===== src/design/gkwi_pkg.sv =====
// ----------------------------------------------------------------------------
// gkwi_pkg
// shared widths, register indexes, defaults and control structs of the
// global k-winner inhibition block
// ----------------------------------------------------------------------------
package gkwi_pkg;

   // fixed field widths
   localparam int SCORE_W      = 24;
   localparam int COL_W        = 11;
   localparam int K_W          = 7;
   localparam int THR_W        = 24;
   localparam int REQ_DATA_W   = 24;
   localparam int RSP_DATA_W   = 40;
   localparam int CSR_ADDR_W   = 3;
   localparam int CSR_DATA_W   = 32;

   // parameter defaults
   localparam int NUM_COLUMNS_DEF = 2048;
   localparam int MAX_WINNERS_DEF = 64;
   localparam int SCORE_BITS_DEF  = 24;

   // register reset values
   localparam logic [K_W-1:0]   NUM_WINNERS_RST = 7'd40;
   localparam logic [THR_W-1:0] THRESHOLD_RST   = 24'd0;

   // register indexes, taken from paddr[2]
   localparam logic REG_NUM_WINNERS = 1'b0;
   localparam logic REG_THRESHOLD   = 1'b1;

   typedef struct packed {
      logic insert;
      logic load_k;
      logic pop;
   } cmd_type;

   typedef struct packed {
      logic out_free;
      logic word_end;
   } sts_type;

endpackage


===== src/design/gkwi_csr.sv =====
// ----------------------------------------------------------------------------
// gkwi_csr
// configuration registers behind the apb-style port
// ----------------------------------------------------------------------------
module gkwi_csr (
   input  logic                               clock,
   input  logic                               reset,
   input  logic                               csr_psel,
   input  logic                               csr_penable,
   input  logic                               csr_pwrite,
   input  logic [gkwi_pkg::CSR_ADDR_W-1:0]    csr_paddr,
   input  logic [gkwi_pkg::CSR_DATA_W-1:0]    csr_pwdata,
   output logic [gkwi_pkg::CSR_DATA_W-1:0]    csr_prdata,
   output logic                               csr_pready,
   output logic [gkwi_pkg::K_W-1:0]           num_winners,
   output logic [gkwi_pkg::THR_W-1:0]         threshold
);

   logic [gkwi_pkg::K_W-1:0]   nw_ff, nw_in;
   logic [gkwi_pkg::THR_W-1:0] thr_ff, thr_in;
   logic                       wr_en;

   assign csr_pready = 1'b1;
   assign wr_en      = csr_psel && csr_penable && csr_pwrite && csr_pready;

   always_comb begin
      nw_in  = nw_ff;
      thr_in = thr_ff;
      if (wr_en) begin
         unique case (csr_paddr[2])
            gkwi_pkg::REG_NUM_WINNERS: nw_in  = csr_pwdata[gkwi_pkg::K_W-1:0];
            gkwi_pkg::REG_THRESHOLD:   thr_in = csr_pwdata[gkwi_pkg::THR_W-1:0];
            default:                   nw_in  = nw_ff;
         endcase
      end
   end

   always_comb begin
      unique case (csr_paddr[2])
         gkwi_pkg::REG_NUM_WINNERS:
            csr_prdata = {{(gkwi_pkg::CSR_DATA_W-gkwi_pkg::K_W){1'b0}}, nw_ff};
         gkwi_pkg::REG_THRESHOLD:
            csr_prdata = {{(gkwi_pkg::CSR_DATA_W-gkwi_pkg::THR_W){1'b0}}, thr_ff};
         default:
            csr_prdata = '0;
      endcase
   end

   always_ff @(posedge clock) begin
      if (reset) begin
         nw_ff  <= gkwi_pkg::NUM_WINNERS_RST;
         thr_ff <= gkwi_pkg::THRESHOLD_RST;
      end else begin
         nw_ff  <= nw_in;
         thr_ff <= thr_in;
      end
   end

   assign num_winners = nw_ff;
   assign threshold   = thr_ff;

endmodule


===== config.mk =====
export PLATFORM = sky130hd
export DESIGN_NAME = gkwi_csr
export DESIGN_NICKNAME = d
export VERILOG_FILES = /design/src/design/gkwi_pkg.sv /design/src/design/gkwi_csr.sv
export SDC_FILE = /design/constraint.sdc
export NUM_CORES = 1
export LEC_CHECK = 0
export ABC_AREA = 1
export ABC_CLOCK_PERIOD_IN_PS = 1200
export CAP_MARGIN = 15
export CORE_ASPECT_RATIO = 1.1
export CORE_MARGIN = 2
export CORE_UTILIZATION = 40
export DETAILED_ROUTE_END_ITERATION = 8
export DONT_BUFFER_PORTS = 1
export MAX_ROUTING_LAYER = met4
export SLEW_MARGIN = 25
export SYNTH_ARGS = -nofsm -noshare
export SYNTH_HDL_FRONTEND = slang
export SYNTH_SLANG_ARGS = --single-unit

===== constraint.sdc =====
create_clock -name clock -period 1.2 [get_ports clock]
set_clock_uncertainty 0.2 [all_clocks]
set_input_delay 0.12 -clock clock [delete_from_list [all_inputs] [get_ports clock]]
set_output_delay 0.12 -clock clock [all_outputs]
set_load 0.02 [all_outputs]

==> reports/summary.txt <==
via count -> 1542
critical path class -> flip-flop to output port
DRC Markers -> 0
Std-Cell Rows -> 24
# setup viols final -> 0
CP Launch Type -> flip-flop
VDD IR max -> 0.6955 mV
Syn Area/Cell -> 6.054 um^2
slowest stage delay, CP -> 0.36 ns
initial antenna violation count -> 0
status -> complete, but fails checks
starting density of the core -> 0.4125
IO Count -> 104
worst hold path type -> primary input to flip-flop
GRT Util Overall -> 0.1703
P per Cell Area -> 1143 nW/um^2
vias in the first global route -> 1303
top cell type's share of synthesized area -> 0.3854
core box area -> 3904 um^2
Fmax achieved -> 0.8592 GHz
DP HPWL -> 2520 um
sequential share of the synthesized area -> 0.3854
Synth-to-Final Area Change -> 26.42%
Nets -> 339
CTS Buffer Depth -> 2
grt total ovfl -> 0
mapped cell area -> 1610 um^2
CTS tree -> done
LEAKAGE -> 1.131 nW
synthesis warning total -> 0
Reg clk slew, reported paths -> 0.06 ns
largest net degree at the start of global routing -> 51
Inserted Diodes -> 0
Final Hold Slack -> -0.1714 ns
DR iter-0 viols -> 38
CTS root buffer -> clkbuf_8
critical path arrival -> 0.84 ns
violated checks -> hold timing
die height -> 70.55 um
WL per Instance -> 10.47 um
clock latency on the worst-skew pair -> 0.27 ns
Routed WL -> 3684 um
Inst Count DP -> 339
# fillers -> 430
H-tree Lvls -> 2
synth top area cells -> dfxtp_1, nand2_1, nor2_1
Die Width -> 64.50 um
post-route ant nets -> 0
fin crit share -> 0.9699
Sink Count -> 31
buffers added on ports -> 0
fin crit period -> 1.164 ns
Slew Viols, Final -> 0
max cap viols -> 0
setup TNS -> 0 ns
Setup crit end kind -> output port
DRT Pass-1 Iters -> 4
RD Place Congestion -> 0.6886
critical path's slowest cell -> dfxtp_1
R2R Setup Slk -> 0.29 ns
number of synthesized register bits -> 31
Hold Vio Cnt, Final -> 31
Num CTS Buffers -> 5
die area -> 4550 um^2
first-pass GRT wire length -> 5878 um
critical-path maximum fanout -> 3
unique cell type count in the Yosys netlist -> 14
CP Cell Sequence -> nand2_1 -> nand2_2
Syn Inst Count -> 266
share of post-route cells with drive strength above 1 -> 0.2367
CP required -> 0.88 ns
Via density -> 4.381
final cell count without fillers -> 352
leading area contributor after synthesis -> dfxtp_1
[cell type report]
| cell class | instances | area (um^2) | share of cell area |
|---|---|---|---|
| multi-input combinational | 175 | 726.9 | 0.3571 |
| inverter | 44 | 165.2 | 0.08113 |
| tap | 52 | 65.06 | 0.03196 |
| timing repair buffer | 42 | 352.8 | 0.1733 |
| clock buffer | 8 | 100.1 | 0.04917 |
| sequential | 31 | 625.6 | 0.3073 |
[worst max-delay path, delay by kind of cell, from the launching register on]
kind             cells  cell delay [ns]
flip-flops           1             0.36
AND/OR/NAND/NOR      2             0.21
[report_power, final]
group	internal (mW)	switching, mW
logic	0.130	0.232
registers	1.07	0.0252
clock network	0.523	0.350
total	1.72	0.607
[through the flow]
| stage | power, mW | area, um^2 | util | setup slack, ns |
|---|---|---|---|---|
| after floorplan | 1.401 | 1637 | - | 0.1836 |
| after global placement | 1.456 | 1863 | 0.4772 | 0.1580 |
| after detailed placement | 1.459 | 1863 | 0.4772 | 0.1496 |
| after CTS | 2.348 | 1993 | 0.5106 | 0.005548 |
| after global routing | 2.457 | 2036 | 0.5215 | -0.02342 |
| final | 2.326 | 2036 | 0.5215 | 0.03616 |
[flip-flops by register name, indices dropped and copies added (netlist names)]
name         cells
threshold       24
num_winners      7
[Yosys cell counts]
cell	instances
nor2_1	59
buf_6	2
nor2_2	1
dfxtp_1	31
inv_2	2
nor2_4	1
nand3_1	32
buf_1	3
nand2_1	73
conb_1	2
clkbuf_1	2
inv_1	42
buf_2	7
buf_4	9
[what timing repair did]
item / 4_1_cts / 5_1_grt
gates resized for setup: 0 / 22
buffers inserted: 0 / 0
hold buffers: 3 / 2
hold endpoints to repair: 31 / 31
endpoints found under the setup margin: 0 / 18
[metal layers]
metal	up-vias	wire length, um	GRT usage
li1	818	-	-
met1	676	1533	0.1785
met2	46	1917	0.3009
met3	2	205	0.05405
met4	0	28	0.05674
met5	-	0	-
[final timing paths]
path,startpoint,endpoint,cells past startpoint
setup / recovery,threshold[2],csr_prdata[2],2
hold / removal,csr_paddr[2],threshold[1],3
hold reg to reg,num_winners[3],num_winners[3],2
setup reg to reg,threshold[3],threshold[3],3
[placed cells by master, fill, tap and decap left out]
master	instances
nand2_2	7
conb_1	9
clkbuf_1	1
nor2_4	1
clkbuf_8	7
nor2_2	2
inv_1	31
dfxtp_1	27
buf_12	2
nand2_1	66
dfxtp_2	4
dlygate4sd3_1	5
buf_4	35
inv_2	13
nor2_1	58
nand3_1	32
[kinds of logic after synthesis]
| logic type | after synthesis | synth area share |
|---|---|---|
| buf+inv | 67 | 0.1919 |
| flops | 31 | 0.3854 |
| other cells | 2 | 0.004664 |
| simple gates | 166 | 0.4180 |
Power figures use the tool's default switching activity.
